[config.mk]
export PLATFORM = sky130hd
export DESIGN_NAME = i2c_slave_breathing_pwm_unit
export DESIGN_NICKNAME = d
export VERILOG_FILES = /design/src/hw/rtl/isbp_pkg.sv /design/src/hw/rtl/isbp_in_reg.sv /design/src/hw/rtl/isbp_seq.sv /design/src/hw/rtl/isbp_pwm.sv /design/src/hw/rtl/i2c_slave_breathing_pwm_unit.sv
export SDC_FILE = /design/constraint.sdc
export NUM_CORES = 1
export LEC_CHECK = 0
export ABC_AREA = 1
export BUFFER_PORTS_ARGS = -buffer_cell sky130_fd_sc_hd__buf_2
export CORE_MARGIN = 4
export CORE_UTILIZATION = 29
export DETAILED_ROUTE_END_ITERATION = 6
export GPL_TIMING_DRIVEN = 1
export PLACE_DENSITY = 0.45
export SYNTH_ARGS = -nofsm -noshare
export SYNTH_HDL_FRONTEND = slang
export SYNTH_HIERARCHICAL = 1
export SYNTH_SLANG_ARGS = --single-unit
export TNS_END_PERCENT = 30
[constraint.sdc]
create_clock -name clk -period 9.3 [get_ports clk]
set_clock_uncertainty 0.15 [all_clocks]
set_input_delay 0.93 -clock clk [delete_from_list [all_inputs] [get_ports clk]]
set_output_delay 0.93 -clock clk [all_outputs]
set_load 0.005 [all_outputs]
[src/hw/rtl/isbp_pkg.sv]
// shared types and constants for the i2c slave breathing pwm unit
package isbp_pkg;

  localparam int ADDR_W   = 8;
  localparam int BYTE_W   = 8;
  localparam int BITS_W   = 4;
  localparam int PWM_W    = 10;
  localparam int S_DATA_W = 8;
  localparam int S_USER_W = 2;
  localparam int M_DATA_W = 32;

  localparam logic [ADDR_W-1:0] ADDR_RESET   = 8'h90;
  localparam logic [PWM_W-1:0]  PERIOD_RESET = 10'd1000;
  localparam logic [PWM_W-1:0]  DUTY_RESET   = 10'd1;

  // shift counts armed for the bit shifter
  localparam logic [BITS_W-1:0] BITS_NONE = 4'd0;
  localparam logic [BITS_W-1:0] BITS_ACK  = 4'd1;
  localparam logic [BITS_W-1:0] BITS_BYTE = 4'd8;

  localparam logic ACK_LVL  = 1'b0;
  localparam logic NACK_LVL = 1'b1;

  // item kinds
  localparam logic OP_BUS  = 1'b0;
  localparam logic OP_TICK = 1'b1;

  typedef enum logic [2:0] {
    PH_IDLE     = 3'd0,
    PH_RX_ADDR  = 3'd1,
    PH_CHK_ADDR = 3'd2,
    PH_RELEASE  = 3'd3,
    PH_RX_DATA  = 3'd4,
    PH_CHK_DATA = 3'd5
  } phase_t;

  typedef struct packed {
    logic              op;
    logic              start_seen;
    logic [BYTE_W-1:0] rx_byte;
  } item_t;

  typedef struct packed {
    logic              sda_drive;
    logic              ack_level;
    logic [BITS_W-1:0] bits_to_shift;
    logic              error_led;
  } bus_res_t;

  typedef struct packed {
    logic             tick;
    logic             period_load;
    logic [PWM_W-1:0] period_value;
  } pwm_ctl_t;

endpackage

[src/hw/rtl/isbp_in_reg.sv]
// input holding register for one bus event or timer tick
module isbp_in_reg import isbp_pkg::*; (
  input  logic  clk,
  input  logic  rst,
  input  logic  load,
  input  logic  adv,
  input  item_t item_in,
  output logic  vld,
  output item_t item
);

  always_ff @(posedge clk) begin
    if (rst) begin
      vld <= 1'b0;
    end else if (load) begin
      vld <= 1'b1;
    end else if (adv) begin
      vld <= 1'b0;
    end
  end

  always_ff @(posedge clk) begin
    if (load) begin
      item <= item_in;
    end
  end

endmodule

[src/hw/rtl/isbp_seq.sv]
// receive sequencer: bus phase, own address, ack, sda drive and error flag
module isbp_seq import isbp_pkg::*; (
  input  logic              clk,
  input  logic              rst,
  input  logic              adv,
  input  item_t             item,
  input  logic              cfg_wr,
  input  logic [ADDR_W-1:0] cfg_data,
  output bus_res_t          bus_res,
  output pwm_ctl_t          pwm_ctl
);

  phase_t            phase, phase_next, eff_phase;
  logic [ADDR_W-1:0] own_address, own_address_next;
  logic              drive_flag, drive_flag_next;
  logic              led_flag, led_flag_next;
  logic              addr_match;

  // a start condition forces the address-arm phase
  assign eff_phase  = (item.op == OP_BUS && item.start_seen) ? PH_RX_ADDR : phase;
  assign addr_match = (item.rx_byte == own_address);

  always_comb begin
    phase_next = phase;
    if (item.op == OP_BUS) begin
      unique case (eff_phase)
        PH_RX_ADDR:  phase_next = PH_CHK_ADDR;
        PH_CHK_ADDR: phase_next = addr_match ? PH_RX_DATA : PH_RELEASE;
        PH_RELEASE:  phase_next = PH_IDLE;
        PH_RX_DATA:  phase_next = PH_CHK_DATA;
        PH_CHK_DATA: phase_next = PH_RELEASE;
        default:     phase_next = PH_IDLE;
      endcase
    end
  end

  always_comb begin
    bus_res.ack_level     = ACK_LVL;
    bus_res.bits_to_shift = BITS_NONE;
    drive_flag_next       = drive_flag;
    led_flag_next         = led_flag;
    own_address_next      = own_address;
    pwm_ctl.tick          = (item.op == OP_TICK);
    pwm_ctl.period_load   = 1'b0;
    pwm_ctl.period_value  = {item.rx_byte, 2'b00};
    if (item.op == OP_BUS) begin
      unique case (eff_phase)
        PH_RX_ADDR: begin
          bus_res.bits_to_shift = BITS_BYTE;
        end
        PH_CHK_ADDR: begin
          drive_flag_next       = 1'b1;
          bus_res.bits_to_shift = BITS_ACK;
          if (!addr_match) begin
            bus_res.ack_level = NACK_LVL;
            led_flag_next     = 1'b1;
          end
        end
        PH_RELEASE: begin
          drive_flag_next  = 1'b0;
          own_address_next = ADDR_RESET;
        end
        PH_RX_DATA: begin
          drive_flag_next       = 1'b0;
          bus_res.bits_to_shift = BITS_BYTE;
        end
        PH_CHK_DATA: begin
          drive_flag_next       = 1'b1;
          bus_res.bits_to_shift = BITS_ACK;
          pwm_ctl.period_load   = 1'b1;
        end
        default: ;
      endcase
    end
    bus_res.sda_drive = drive_flag_next;
    bus_res.error_led = led_flag_next;
  end

  always_ff @(posedge clk) begin
    if (rst) begin
      phase       <= PH_IDLE;
      own_address <= ADDR_RESET;
      drive_flag  <= 1'b0;
      led_flag    <= 1'b0;
    end else begin
      if (adv) begin
        phase      <= phase_next;
        drive_flag <= drive_flag_next;
        led_flag   <= led_flag_next;
      end
      if (cfg_wr) begin
        own_address <= cfg_data;
      end else if (adv) begin
        own_address <= own_address_next;
      end
    end
  end

  a_led_sticky: assert property (@(posedge clk) disable iff (rst)
    led_flag |=> led_flag)
    else $error("error flag cleared without reset");

  a_chk_addr_exit: assert property (@(posedge clk) disable iff (rst)
    (adv && item.op == OP_BUS && !item.start_seen && phase == PH_CHK_ADDR)
    |=> (phase == PH_RX_DATA || phase == PH_RELEASE))
    else $error("address check left to a wrong phase");

  a_phase_hold: assert property (@(posedge clk) disable iff (rst)
    !adv |=> $stable(phase))
    else $error("phase moved without an item");

endmodule

[src/hw/rtl/isbp_pwm.sv]
// pwm period register and up/down duty ramp
module isbp_pwm import isbp_pkg::*; (
  input  logic             clk,
  input  logic             rst,
  input  logic             adv,
  input  pwm_ctl_t         ctl,
  output logic [PWM_W-1:0] pwm_period,
  output logic [PWM_W-1:0] pwm_duty
);

  logic [PWM_W-1:0]      period, duty, duty_step;
  logic                  counting_down, counting_down_next;
  logic signed [PWM_W:0] top, duty_s;

  assign duty_step = counting_down ? duty - 1'b1 : duty + 1'b1;
  // period minus one as a signed value: a zero period gives -1
  assign top       = $signed({1'b0, period}) - $signed({{PWM_W{1'b0}}, 1'b1});
  assign duty_s    = $signed({1'b0, duty_step});

  always_comb begin
    counting_down_next = counting_down;
    if (ctl.tick) begin
      if (!counting_down && duty_s >= top) begin
        counting_down_next = 1'b1;
      end else if (counting_down && duty_s <= $signed({{PWM_W{1'b0}}, 1'b1})) begin
        counting_down_next = 1'b0;
      end
    end
  end

  assign pwm_period = ctl.period_load ? ctl.period_value : period;
  assign pwm_duty   = ctl.tick ? duty_step : duty;

  always_ff @(posedge clk) begin
    if (rst) begin
      period        <= PERIOD_RESET;
      duty          <= DUTY_RESET;
      counting_down <= 1'b0;
    end else if (adv) begin
      period        <= pwm_period;
      duty          <= pwm_duty;
      counting_down <= counting_down_next;
    end
  end

  a_duty_by_one: assert property (@(posedge clk) disable iff (rst)
    (adv && ctl.tick) |=> (duty == $past(duty) + 1'b1 || duty == $past(duty) - 1'b1))
    else $error("duty moved by more than one step");

endmodule

[src/hw/rtl/i2c_slave_breathing_pwm_unit.sv]
// top level of the i2c slave receiver sequencer with breathing pwm duty
//
//  channel   dir  handshake          payload
//  s_*       in   s_tvalid/s_tready  tdata rx_byte, tuser {start_seen, op}
//  m_*       out  m_tvalid/m_tready  tdata packed result fields
//  cfg_*     in   cfg_valid/cfg_ready  own_address
//
//  one item per cycle sustained while m_tready keeps the result register draining; an
//  accepted item is held in the input register, is worked in one pass and lands in
//  the result register, from which its result is offered on m_tvalid/m_tdata
//  rst (synchronous) puts the phase to idle, period 1000, duty 1, address 0x90
//  a stalled result register holds the input register, which then backs up
//  s_tready; both stages are full at once, so no bubble under back-pressure
module i2c_slave_breathing_pwm_unit import isbp_pkg::*; (
  input  logic                clk,
  input  logic                rst,
  input  logic                s_tvalid,
  output logic                s_tready,
  input  logic [S_DATA_W-1:0] s_tdata,   // [7:0] rx_byte
  input  logic [S_USER_W-1:0] s_tuser,   // [0] op, [1] start_seen
  output logic                m_tvalid,
  input  logic                m_tready,
  // [0] sda_drive, [1] ack_level, [5:2] bits_to_shift, [6] error_led,
  // [16:7] pwm_period, [26:17] pwm_duty, [31:27] zero
  output logic [M_DATA_W-1:0] m_tdata,
  input  logic                cfg_valid,
  output logic                cfg_ready,
  input  logic [ADDR_W-1:0]   cfg_data
);

  item_t            item_in, item;
  logic             in_vld, adv, s_xfer;
  bus_res_t         bus_res, bus_q;
  pwm_ctl_t         pwm_ctl;
  logic [PWM_W-1:0] period_c, duty_c, period_q, duty_q;

  assign item_in.op         = s_tuser[0];
  assign item_in.start_seen = s_tuser[1];
  assign item_in.rx_byte    = s_tdata;

  // the held item moves on whenever the result register is free or draining
  assign adv      = in_vld && (!m_tvalid || m_tready);
  assign s_tready = !in_vld || adv;
  assign s_xfer   = s_tvalid && s_tready;

  // register writes are to be made only while idle; the block does not enforce it, so always ready
  assign cfg_ready = 1'b1;

  isbp_in_reg u_in_reg (
    .clk     (clk),
    .rst     (rst),
    .load    (s_xfer),
    .adv     (adv),
    .item_in (item_in),
    .vld     (in_vld),
    .item    (item)
  );

  isbp_seq u_seq (
    .clk      (clk),
    .rst      (rst),
    .adv      (adv),
    .item     (item),
    .cfg_wr   (cfg_valid && cfg_ready),
    .cfg_data (cfg_data),
    .bus_res  (bus_res),
    .pwm_ctl  (pwm_ctl)
  );

  isbp_pwm u_pwm (
    .clk        (clk),
    .rst        (rst),
    .adv        (adv),
    .ctl        (pwm_ctl),
    .pwm_period (period_c),
    .pwm_duty   (duty_c)
  );

  // result register
  always_ff @(posedge clk) begin
    if (rst) begin
      m_tvalid <= 1'b0;
    end else if (adv) begin
      m_tvalid <= 1'b1;
    end else if (m_tready) begin
      m_tvalid <= 1'b0;
    end
  end

  always_ff @(posedge clk) begin
    if (adv) begin
      bus_q    <= bus_res;
      period_q <= period_c;
      duty_q   <= duty_c;
    end
  end

  assign m_tdata = {5'b0, duty_q, period_q, bus_q.error_led, bus_q.bits_to_shift,
                    bus_q.ack_level, bus_q.sda_drive};

  // a nack is only ever sent in an ack slot
  a_nack_in_slot: assert property (@(posedge clk) disable iff (rst)
    (m_tvalid && bus_q.ack_level) |-> (bus_q.bits_to_shift == BITS_ACK))
    else $error("nack outside an acknowledge slot");

  // a full result register that is not taken blocks the held item
  a_stall_blocks: assert property (@(posedge clk) disable iff (rst)
    (m_tvalid && !m_tready) |-> !adv)
    else $error("result overwritten while stalled");

endmodule
==> out/qor.yml, run 1 <==
critical_path_class: "register to register"
finalWirelength_microns: 9179
placementRows: 44
drv.max_cap_violation_count: 0
worstSetupStartpoint: "u_pwm/counting_down"
clock.fmax_mhz: 324.1
globalRoute.totalOverflow: 0
startpoint_type: "register"
synth.area.top_cells: "sky130_fd_sc_hd__edfxtp_1, sky130_fd_sc_hd__dfxtp_1, sky130_fd_sc_hd__nand2_1"
post-route-period-util_pct: 33.18
postCtsSetupBuffers: 0
rr_startpoint: "u_pwm/counting_down"
synthArstFlopShare_pct: 0
final_report_hold_violation_count: 0
synth_largest_type_area_fraction_pct: 26.11
ff2ff_setup_slack_ns: 6.21
netlist_area_sq_um: 4255
synth-main-ff-cell: "sky130_fd_sc_hd__edfxtp_1"
post_route_ant_nets: 0
number_of_global_route_vias_before_repair: 3201
portbufs: 51
cts_htree_levels: 3
area_delta_synth_final_pct: 14.35
fin_nets: 599
clock_insertion_delay_worst_skew_ns: 0.33
last_weighted_congestion_value_of_the_routability_driven_placer: 0.8608
die_w_microns: 129.1
layout-drive-gt1-share_pct: 21.53
critical_path_peak_fanout: 12
number_of_flops_mapped_to_enable_cells_by_yosys: 37
maxSlewViolCount: 0
layout_min_cycle_time_ns: 3.086
num_antenna_cells: 0
layout_setup_ws_ns: 6.214
synthesis.instances: 516
drt-wirelength-per-cell_microns: 12.30
status: "completed"
grt_pass1_wl_microns: 15240
synth.top_cells.by_count: "sky130_fd_sc_hd__nand2_1, sky130_fd_sc_hd__inv_1, sky130_fd_sc_hd__o21ai_0"
cp-endpoint: "u_pwm/counting_down"
pin_count_of_the_biggest_net_entering_global_routing: 47
critical_path.endpoint_type: "register"
clkSlewWorstSetupHoldPaths_ns: 0.06
grt_setup_unrepaired: "no"
cts_tree: "built"
synth_largest_area_cell: "sky130_fd_sc_hd__edfxtp_1"
clock-sinks: 73
critPathRequiredTime_ns: 9.42
r2r_cells: 15
cp_data_arrival_time_ns: 3.21
synth-compound-area-share_pct: 11.73
synth.ff_latch_count: 73
hp-class: "register to register"
ctsHoldBuffers: 0
num_io_pins: 58
remaining_drc_errors: 0
avgSynthCellArea_sq_um: 8.247
power_density_nw_per_um2: 164.7
fin_setup_tns_ns: 0
fillCellCount: 1538
synth_top_family_by_area: "simple AND/OR/NAND/NOR gates"
yosysUniqueCellTypes: 43
total_leakage_power_nw: 2.284
yosysWarnings: 6
irDropWorstVdd_mv: 0.08912
synth_xor_xnor_area_share_pct: 3.117
synth_fa_ha_area_share_pct: 5.763
worst_slew_margin_rel_pct: 28.84
clock-root-buffer: "sky130_fd_sc_hd__clkbuf_16"
dp.final_hpwl_microns: 6951
starting_drt_drc_count: 222
die_area_sq_um: 16680
cts_resized: 0
initial_utilization_pct: 29.39
dr.pass1.iters: 4
min_from: "u_seq/led_flag"
synth_seq_area_share_pct: 43.05
multiplexer_share_of_the_synthesized_area_pct: 0.2352
grtUsageTotal_pct: 11.63
post-synth-top-count-cell: "sky130_fd_sc_hd__nand2_1"
number_of_antenna_violations_at_the_first_check_in_global_routing: 0
final-setup-viol-count: 0
clock_tree.buffer_depth: 2
synthSimpleGateAreaFrac_pct: 24.38
core_area_sq_um: 14480
place_worst_setup_slack_ns: 6.253
r2r_end: "u_pwm/counting_down"
timing_worst_slew_pin_value_ns: 1.063
tritoncts.num_buffers: 9
post_dr_vias_cell: 4.374
routed-via-count: 3263
die_height_microns: 129.1
## worst min path at each step
stage / slack (ns) / depth (start not counted) / endpoint
CTS: 0.31 / 2 / u_seq/led_flag
finish: 0.31 / 2 / u_seq/led_flag
detailed placement: 0.30 / 2 / u_seq/led_flag
global route: 0.32 / 2 / u_seq/led_flag
floorplan: 0.28 / 2 / u_seq/led_flag
global placement: 0.30 / 2 / u_seq/led_flag
## cell families (layout without fill, tap and decap cells)
kind of cell | after synthesis | in the layout
compound gates | 89 | 89
xor+xnor | 13 | 13
fa+ha+maj | 19 | 19
buf+inv | 107 | 146
flops | 73 | 73
mux | 1 | 1
other cells | 3 | 10
simple gates | 211 | 211
## cell type report
cell class,count,area (sq um),area share [%]
Inverter,78,292.8,6.017
Tap cell,184,230.2,4.731
Clock buffer,12,246.5,5.066
Clock inverter,4,28.78,0.5914
Timing Repair Buffer,52,262.8,5.400
Sequential cell,73,1832,37.64
Multi-Input combinational cell,343,1973,40.55
## critical path, cell delays in order, from the launching register on
cell and delay [ns]:
sky130_fd_sc_hd__dfxtp_1 0.66, sky130_fd_sc_hd__ha_1 0.37, sky130_fd_sc_hd__inv_1 0.15, sky130_fd_sc_hd__o21bai_1 0.10, sky130_fd_sc_hd__a31oi_1 0.21, sky130_fd_sc_hd__nand3_2 0.16
sky130_fd_sc_hd__xor2_4 0.19, sky130_fd_sc_hd__ha_1 0.30, sky130_fd_sc_hd__inv_1 0.03, sky130_fd_sc_hd__nor2_1 0.18, sky130_fd_sc_hd__nand2_4 0.09, sky130_fd_sc_hd__nor2_4 0.09
sky130_fd_sc_hd__nand3_1 0.07, sky130_fd_sc_hd__nand3_1 0.09, sky130_fd_sc_hd__nand2_1 0.06, sky130_fd_sc_hd__a21oi_2 0.12
## per-layer routing
metal,global-route usage (%),vias to the layer above,wire length [microns]
met4,3.397,0,121
met1,14.16,1455,4144
met2,19.36,74,4326
li1,-,1722,-
met5,0,-,0
met3,4.246,12,587
## through the flow
step                      power [mW]  hold slack, ns  util, %  area [sq um]  cells
after floorplan               0.4615          0.2797        -          4282    523
after global placement        0.4887          0.2976    31.71          4591    730
after detailed placement      0.4903          0.2999    31.71          4591    730
after CTS                     0.8185          0.3093    33.61          4866    746
after global routing          0.8500          0.3219    33.61          4866    746
final                         0.8014          0.3098    33.61          4866    746
## cells in the final DEF, fill, tap and decap left out, types with 4 or more instances in the layout
cell type,count
sky130_fd_sc_hd__nand2_2,11
sky130_fd_sc_hd__edfxtp_1,37
sky130_fd_sc_hd__nor2_2,4
sky130_fd_sc_hd__nand2_1,123
sky130_fd_sc_hd__ha_1,18
sky130_fd_sc_hd__a21oi_2,9
sky130_fd_sc_hd__xor2_1,7
sky130_fd_sc_hd__dfxtp_1,36
sky130_fd_sc_hd__o21ai_0,41
sky130_fd_sc_hd__buf_2,51
sky130_fd_sc_hd__xnor2_1,5
sky130_fd_sc_hd__inv_1,69
sky130_fd_sc_hd__nor2_4,4
sky130_fd_sc_hd__a21oi_1,27
sky130_fd_sc_hd__nor2_1,26
sky130_fd_sc_hd__clkbuf_16,9
sky130_fd_sc_hd__nand2_4,4
sky130_fd_sc_hd__nand3_2,7
sky130_fd_sc_hd__inv_2,7
sky130_fd_sc_hd__conb_1,10
sky130_fd_sc_hd__nand4_1,4
sky130_fd_sc_hd__nand3_1,19
## power by group
part / internal (mW) / switching (mW)
Combinational: 0.0394 / 0.0668
Clock: 0.188 / 0.132
Sequential: 0.361 / 0.0140
Total: 0.589 / 0.213
## flip-flops by register name (all words and copies together) (netlist names)
signal,flops
duty_q,10
period_q,10
u_in_reg/item,10
u_pwm/duty,10
u_pwm/period,10
u_seq/own_address,8
m_tdata,7
u_seq/phase,3
m_tvalid,1
u_in_reg/vld,1
u_pwm/counting_down,1
u_seq/drive_flag,1
u_seq/led_flag,1
No activity file was read; power rests on OpenSTA's default activity.
==> run 2: changes to the inputs <==
- ABC_AREA: 1 -> 0
- clock period: 9.3 -> 3.1 ns (I/O delays scaled with it)
==> run 2 against run 1 <==
Sequential cell count unchanged. Synthesized cell count down 22%. Area after synthesis down 3.3%. Maximum frequency up 6.2%. Wire length up 7.1%. Register-to-register slack worse by 6.0 ns.
==> out/qor.yml, run 2 <==
fin_nets: 512  # -15%
clock_power_share_pct: 40.9  # +1.0 points
cp_data_arrival_time_ns: 2.99  # -0.22 ns
post-route-util_pct: 36.17  # +2.6 points
placementRows: 43  # -2.3%
remaining_drc_errors: 0  # unchanged
synthArstFlopShare_pct: 0  # unchanged
highest-signal-layer: "met4"
critical_path_peak_fanout: 4  # -8
cp_slowest_cell: "sky130_fd_sc_hd__dfxtp_1"
clock_tree.buffer_depth: 2  # unchanged
number_of_antenna_violations_at_the_first_check_in_global_routing: 0  # unchanged
final_report_hold_violation_count: 0  # unchanged
layout_min_cycle_time_ns: 2.905  # -0.1809 ns
synthesis.instances: 403  # -22%
cts_tree: "built"
finalWirelength_microns: 9827  # +7.1%
num_io_pins: 58  # unchanged
drt-wirelength-per-cell_microns: 15.00  # +22%
power.total_mw: 2.316  # +190%
core_area_sq_um: 13880  # -4.1%
clkSlewWorstSetupHoldPaths_ns: 0.06  # about the same
number_of_flops_mapped_to_enable_cells_by_yosys: 37  # unchanged
power_density_nw_per_um2: 461.2  # +180%
timing.critical_path.max_delay_family: "compound AO/OA/AOI/OAI gates"
cell_internal_pwr_mw: 1.735  # +190%
power.share.switching_pct: 25.10  # -1.5 points
synth_largest_type_area_fraction_pct: 27.00  # +0.89 points
post-route-period-util_pct: 93.70  # +61 points
dr.pass1.iters: 4  # unchanged
final-setup-viol-count: 0  # unchanged
timing_worst_slew_pin_value_ns: 0.5079  # -0.5556 ns
starting_drt_drc_count: 152  # -32%
synth.top_cells.by_count: "sky130_fd_sc_hd__nor2_1, sky130_fd_sc_hd__edfxtp_1, sky130_fd_sc_hd__dfxtp_1"
power_frac_seq_pct: 48.0  # +1.2 points
clock.fmax_mhz: 344.3  # +6.2%
globalRoute.totalOverflow: 0  # unchanged
last_weighted_congestion_value_of_the_routability_driven_placer: 0.8615  # about the same
grt_pass1_wl_microns: 16260  # +6.7%
netlist_area_sq_um: 4115  # -3.3%
layout-drive-gt1-share_pct: 27.58  # +6.0 points
met3_wirelength_microns: 463  # -21%
post_dr_vias_cell: 4.776  # +9.2%
avgSynthCellArea_sq_um: 10.21  # +24%
cts_htree_levels: 3  # unchanged
routed_length_on_met2_microns: 4344  # +0.42%
cp_slowest_stage_delay_ns: 0.41  # -0.25 ns
power.switching_mw: 0.5812  # +170%
portbufs: 51  # unchanged
clock-root-buffer: "sky130_fd_sc_hd__clkbuf_16"
critical_path_class: "register to register"
post-synth-top-count-cell: "sky130_fd_sc_hd__nor2_1"
crit_chain: "ha_1, a211oi_1, buf_4, o21ai_2, a41oi_2, xnor2_1, inv_1, ha_4, o2111a_1, o211ai_2, a2111oi_2"
yosysWarnings: 6  # unchanged
mostFrequentLayoutCells: "sky130_fd_sc_hd__buf_2, sky130_fd_sc_hd__nor2_1, sky130_fd_sc_hd__edfxtp_1, sky130_fd_sc_hd__dfxtp_1, sky130_fd_sc_hd__nand2_1"
initial_utilization_pct: 29.65  # +0.26 points
layout_commonest_cell: "sky130_fd_sc_hd__buf_2"
cp_num_buf_inv: 2  # unchanged
critPathRequiredTime_ns: 3.19  # -6.23 ns
synth_largest_area_cell: "sky130_fd_sc_hd__edfxtp_1"
irDropWorstVdd_mv: 0.2378  # +170%
pin_count_of_the_biggest_net_entering_global_routing: 25  # -47%
clock-sinks: 73  # unchanged
layout_setup_ws_ns: 0.1953  # -6.019 ns
critical_path.endpoint_type: "register"
startpoint_type: "register"
yosysUniqueCellTypes: 66  # +53%
area_delta_synth_final_pct: 22.01
comb_power_share_pct: 11.1  # -2.2 points
tritoncts.num_buffers: 9  # unchanged
drv.max_cap_violation_count: 0  # unchanged
clock_insertion_delay_worst_skew_ns: 0.34  # about the same
routed-via-count: 3128  # -4.1%
dp.final_hpwl_microns: 7010  # +0.85%
grtUsageTotal_pct: 12.74  # +1.1 points
synth_seq_area_share_pct: 44.51  # +1.5 points
hp-class: "primary input to register"
synth-main-ff-cell: "sky130_fd_sc_hd__edfxtp_1"
fin_setup_tns_ns: 0  # unchanged
die_w_microns: 127.1  # -1.6%
worst_slew_margin_rel_pct: 66.06  # +37 points
num_antenna_cells: 0  # unchanged
number_of_global_route_vias_before_repair: 3164  # -1.2%
status: "completed"
synth.ff_latch_count: 73  # unchanged
die_area_sq_um: 16160  # -3.1%
place_worst_setup_slack_ns: 0.04604  # -6.207 ns
met1_length_microns: 4846  # +17%
post_route_ant_nets: 0  # unchanged
die_height_microns: 127.1  # -1.6%
maxSlewViolCount: 0  # unchanged
total_leakage_power_nw: 1.983  # -13%
synth.area.top_cells: "sky130_fd_sc_hd__edfxtp_1, sky130_fd_sc_hd__dfxtp_1, sky130_fd_sc_hd__ha_1"
[run 2: power by group through the flow]
stage	Clock [mW]	Sequential [mW]	Combinational [mW]
finish	0.947	1.11	0.257
global route	1.03	1.12	0.291
CTS	0.988	1.11	0.256
detailed placement	0	1.13	0.245
global placement	0	1.13	0.243
floorplan	0	1.13	0.175
[run 2: final cells by class]
| class | count | area (sq um) |
|---|---|---|
| Fill cell | 1414 | 8860 |
| Multi-Input combinational cell | 282 | 2087 |
| Sequential cell | 73 | 1832 |
| Timing Repair Buffer | 86 | 543.0 |
| Clock buffer | 11 | 232.7 |
| Tap cell | 180 | 225.2 |
| Inverter | 18 | 67.56 |
| Clock inverter | 5 | 33.78 |
[run 2: final timing paths]
kind,start,to,slack [ns],cells past startpoint
worst max-delay path,u_pwm/duty[1],u_pwm/counting_down,0.20,11
worst min-delay path,cfg_data[3],u_seq/own_address[3],0.08,3
worst max register to register,u_pwm/duty[1],u_pwm/counting_down,0.20,11
worst min register to register,u_seq/led_flag,u_seq/led_flag,0.33,2
[run 2: worst register-to-register path: cells and delay by family (launching register included)]
family	cells	cell delay [ns]
flops	1	0.41
buf+inv	2	0.28
fa+ha+maj	2	0.57
xor+xnor	1	0.17
compound gates	6	1.22
[run 2: what timing repair did]
item / in CTS / in global routing
hold buffers: 10 / 0
hold endpoints to repair: 10 / 0
buffers inserted: 0 / 1
setup endpoints to repair: 0 / 1
gates resized for setup: 0 / 13
[run 2: cell families after synthesis]
| logic type | Yosys count | synth area share [%] |
|---|---|---|
| AO/OA/AOI/OAI | 89 | 16.36 |
| XOR/XNOR | 23 | 4.895 |
| adder cells (fa/ha/maj) | 19 | 5.959 |
| buffers and inverters | 55 | 7.418 |
| flip-flops | 73 | 44.51 |
| multiplexers | 19 | 5.078 |
| other | 3 | 0.2736 |
| AND/OR/NAND/NOR | 122 | 15.51 |
[run 2: per-stage QoR]
stage | hold slack, ns | area [sq um] | cells
floorplan | 0.2224 | 4144 | 410
detailed placement | 0.3163 | 4572 | 628
CTS | 0.06806 | 4938 | 654
finish | 0.07802 | 5021 | 655
global placement | 0.3105 | 4572 | 628
global route | 0.08128 | 5021 | 655
[run 2: routing by layer]
metal,up-vias,track usage (%)
li1,1562,-
met1,1479,17.55
met2,74,19.05
met3,13,4.139
met4,0,3.912
met5,-,0
==> run 3: changes to the inputs <==
- GPL_ROUTABILITY_DRIVEN: unset -> 0
- SYNTH_HIERARCHICAL: 1 -> unset
==> run 3 against run 2 <==
Non-clock buffer count shrank 16. Final area down 10%. Cell count shrank 7.8%. Largest power group unchanged. Highest routed layer unchanged.
==> out/qor.yml, run 3 <==
mostFrequentLayoutCells: "sky130_fd_sc_hd__buf_2, sky130_fd_sc_hd__nand2_1, sky130_fd_sc_hd__nor2_1, sky130_fd_sc_hd__edfxtp_1, sky130_fd_sc_hd__dfxtp_1"
number_of_antenna_violations_at_the_first_check_in_global_routing: 0  # unchanged
multiplexer_share_of_the_synthesized_area_pct: 4.293  # -0.78 points
timing_worst_slew_pin_value_ns: 0.7555  # +0.2476 ns
irDropWorstVdd_mv: 0.2660  # +12%
synth_xor_xnor_area_share_pct: 6.440  # +1.5 points
post-synth-top-count-cell: "sky130_fd_sc_hd__nand2_1"
clock_tree.buffer_depth: 2  # unchanged
power_frac_seq_pct: 46.8  # -1.2 points
dp.final_hpwl_microns: 5934  # -15%
clock.fmax_mhz: 342.8  # -0.43%
hold_path_stages: 3  # unchanged
cp_data_arrival_time_ns: 3.02  # +0.03 ns
globalRoute.totalOverflow: 0  # unchanged
yosysWarnings: 0  # -6
post-route-period-util_pct: 94.11  # +0.41 points
hp-class: "primary input to register"
clock_power_share_pct: 45.8  # +4.9 points
drv.max_cap_violation_count: 0  # unchanged
dr.pass1.iters: 4  # unchanged
area_delta_synth_final_pct: 22.96
synth-compound-area-share_pct: 10.70  # -5.7 points
comb_power_share_pct: 7.4  # -3.7 points
portbufs: 49  # -3.9%
fin_nets: 473  # -7.6%
status: "completed"
synth_largest_type_area_fraction_pct: 28.62  # +1.6 points
total_leakage_power_nw: 1.779  # -10%
cts_htree_levels: 3  # unchanged
num_antenna_cells: 0  # unchanged
routed-via-count: 2761  # -12%
tritoncts.num_buffers: 9  # unchanged
die_height_microns: 120.5  # -5.2%
synthSimpleGateAreaFrac_pct: 17.65  # +2.1 points
clock-root-buffer: "sky130_fd_sc_hd__clkbuf_16"
synth_fa_ha_area_share_pct: 7.291  # +1.3 points
remaining_drc_errors: 0  # unchanged
critical_path.endpoint_type: "register"
worst_slew_margin_rel_pct: 49.63  # -16 points
power.switching_mw: 0.5056  # -13%
synth-main-ff-cell: "sky130_fd_sc_hd__dfxtp_1"
synth_largest_area_cell: "sky130_fd_sc_hd__edfxtp_1"
layout-drive-gt1-share_pct: 21.56  # -6.0 points
netlist_area_sq_um: 3672  # -11%
clkSlewWorstSetupHoldPaths_ns: 0.06  # about the same
synth.ff_latch_count: 71  # -2.7%
synth.top_cells.by_count: "sky130_fd_sc_hd__nand2_1, sky130_fd_sc_hd__nor2_1, sky130_fd_sc_hd__dfxtp_1"
r2r_cells: 13  # +2
cts_tree: "built"
pin_count_of_the_biggest_net_entering_global_routing: 39  # +56%
number_of_flops_mapped_to_enable_cells_by_yosys: 35  # -5.4%
power.share.switching_pct: 22.72  # -2.4 points
clock_insertion_delay_worst_skew_ns: 0.34  # about the same
drt-wirelength-per-cell_microns: 13.60  # -9.3%
synthArstFlopShare_pct: 0  # unchanged
post-route-util_pct: 36.98  # +0.80 points
startpoint_type: "register"
core_area_sq_um: 12210  # -12%
clock-sinks: 71  # -2.7%
synthesis.instances: 365  # -9.4%
maxSlewViolCount: 0  # unchanged
cell_internal_pwr_mw: 1.719  # -0.88%
grt_setup_unrepaired: "no"
synth_seq_area_share_pct: 48.25  # +3.7 points
layout_min_cycle_time_ns: 2.917  # +0.01267 ns
fin_hold_ws_ns: 0.05108  # -0.02694 ns
die_area_sq_um: 14530  # -10%
final_report_hold_violation_count: 0  # unchanged
synth.area.top_cells: "sky130_fd_sc_hd__edfxtp_1, sky130_fd_sc_hd__dfxtp_1, sky130_fd_sc_hd__ha_1"
num_io_pins: 58  # unchanged
fin_setup_tns_ns: 0  # unchanged
grt_pass1_wl_microns: 13590  # -16%
critPathRequiredTime_ns: 3.21  # +0.02 ns
post_route_ant_nets: 0  # unchanged
avgSynthCellArea_sq_um: 10.06  # -1.5%
die_w_microns: 120.5  # -5.2%
starting_drt_drc_count: 133  # -13%
layout_commonest_cell: "sky130_fd_sc_hd__buf_2"
power_density_nw_per_um2: 492.7  # +6.8%
post_dr_vias_cell: 4.571  # -4.3%
number_of_global_route_vias_before_repair: 2752  # -13%
final-setup-viol-count: 0  # unchanged
placementRows: 40  # -7.0%
critical_path_class: "register to register"
critical_path_peak_fanout: 8  # +4
synth_top_family_by_area: "simple AND/OR/NAND/NOR gates"
grtUsageTotal_pct: 11.73  # -1.0 points
yosysUniqueCellTypes: 57  # -14%
finalWirelength_microns: 8217  # -16%
initial_utilization_pct: 30.07  # +0.43 points
-- run 3: final timing paths --
| check | startpoint | endpoint | slack (ns) |
|---|---|---|---|
| setup / recovery | u_pwm.counting_down | u_pwm.counting_down | 0.18 |
| hold / removal | cfg_data[7] | u_seq.own_address[7] | 0.05 |
| setup reg to reg | u_pwm.counting_down | u_pwm.counting_down | 0.18 |
| hold reg to reg | u_seq.led_flag | u_seq.led_flag | 0.32 |
-- run 3: layout make-up --
cell class                 count  area [sq um]
multi-input combinational    262          1743
tap                          168         210.2
clock buffer                  11         232.7
clock inverter                 5         60.06
inverter                      17         68.82
fill                        1261          7696
sequential                    71          1773
timing repair buffer          70         427.9
-- run 3: per-stage QoR --
stage	power, mW	instance area, sq um	setup WS (ns)	std cells
detailed placement	1.219	4111	0.03422	578
finish	2.225	4516	0.1826	604
CTS	2.258	4504	0.02538	604
global route	2.308	4516	0.003718	604
global placement	1.216	4111	0.1188	578
floorplan	1.164	3695	0.06979	371
-- run 3: kinds of logic (layout without fill, tap and decap cells) --
family	Yosys count	in the layout
XOR/XNOR	27	27
buffers and inverters	38	103
adder cells (fa/ha/maj)	21	21
multiplexers	14	14
AND/OR/NAND/NOR	132	132
flip-flops	71	71
other	2	8
AO/OA/AOI/OAI	60	60
-- run 3: repair_timing --
action,4_1_cts,5_1_grt
endpoints found under the setup margin,0,1
hold endpoints to repair,10,0
gates resized for setup,0,4
hold buffers,10,0
buffers inserted,0,0
-- run 3: critical path, cell delays in order, from the launching register on --
cell,delay (ns)
sky130_fd_sc_hd__dfxtp_2,0.38
sky130_fd_sc_hd__buf_4,0.16
sky130_fd_sc_hd__ha_1,0.24
sky130_fd_sc_hd__nor3_1,0.20
sky130_fd_sc_hd__o2111ai_1,0.16
sky130_fd_sc_hd__a31o_1,0.23
sky130_fd_sc_hd__a21oi_1,0.17
sky130_fd_sc_hd__xnor2_1,0.16
sky130_fd_sc_hd__inv_1,0.07
sky130_fd_sc_hd__ha_1,0.29
sky130_fd_sc_hd__inv_1,0.05
sky130_fd_sc_hd__o41ai_2,0.36
sky130_fd_sc_hd__a21oi_2,0.06
sky130_fd_sc_hd__nor3_2,0.17
-- run 3: power by group through the flow --
stage | logic, mW | clock network [mW] | registers [mW]
6_report | 0.164 | 1.02 | 1.04
2_1_floorplan | 0.106 | 0 | 1.06
4_1_cts | 0.166 | 1.05 | 1.04
5_1_grt | 0.185 | 1.08 | 1.05
3_3_place_gp | 0.154 | 0 | 1.06
3_5_place_dp | 0.156 | 0 | 1.06
-- run 3: metal layers --
| metal | vias to the layer above | share of wire [%] | global-route usage (%) |
|---|---|---|---|
| li1 | 1399 | - | - |
| met1 | 1294 | 47 | 14.80 |
| met2 | 57 | 47 | 19.49 |
| met3 | 11 | 4.6 | 3.461 |
| met4 | 0 | 1.3 | 3.399 |
| met5 | - | 0 | 0 |
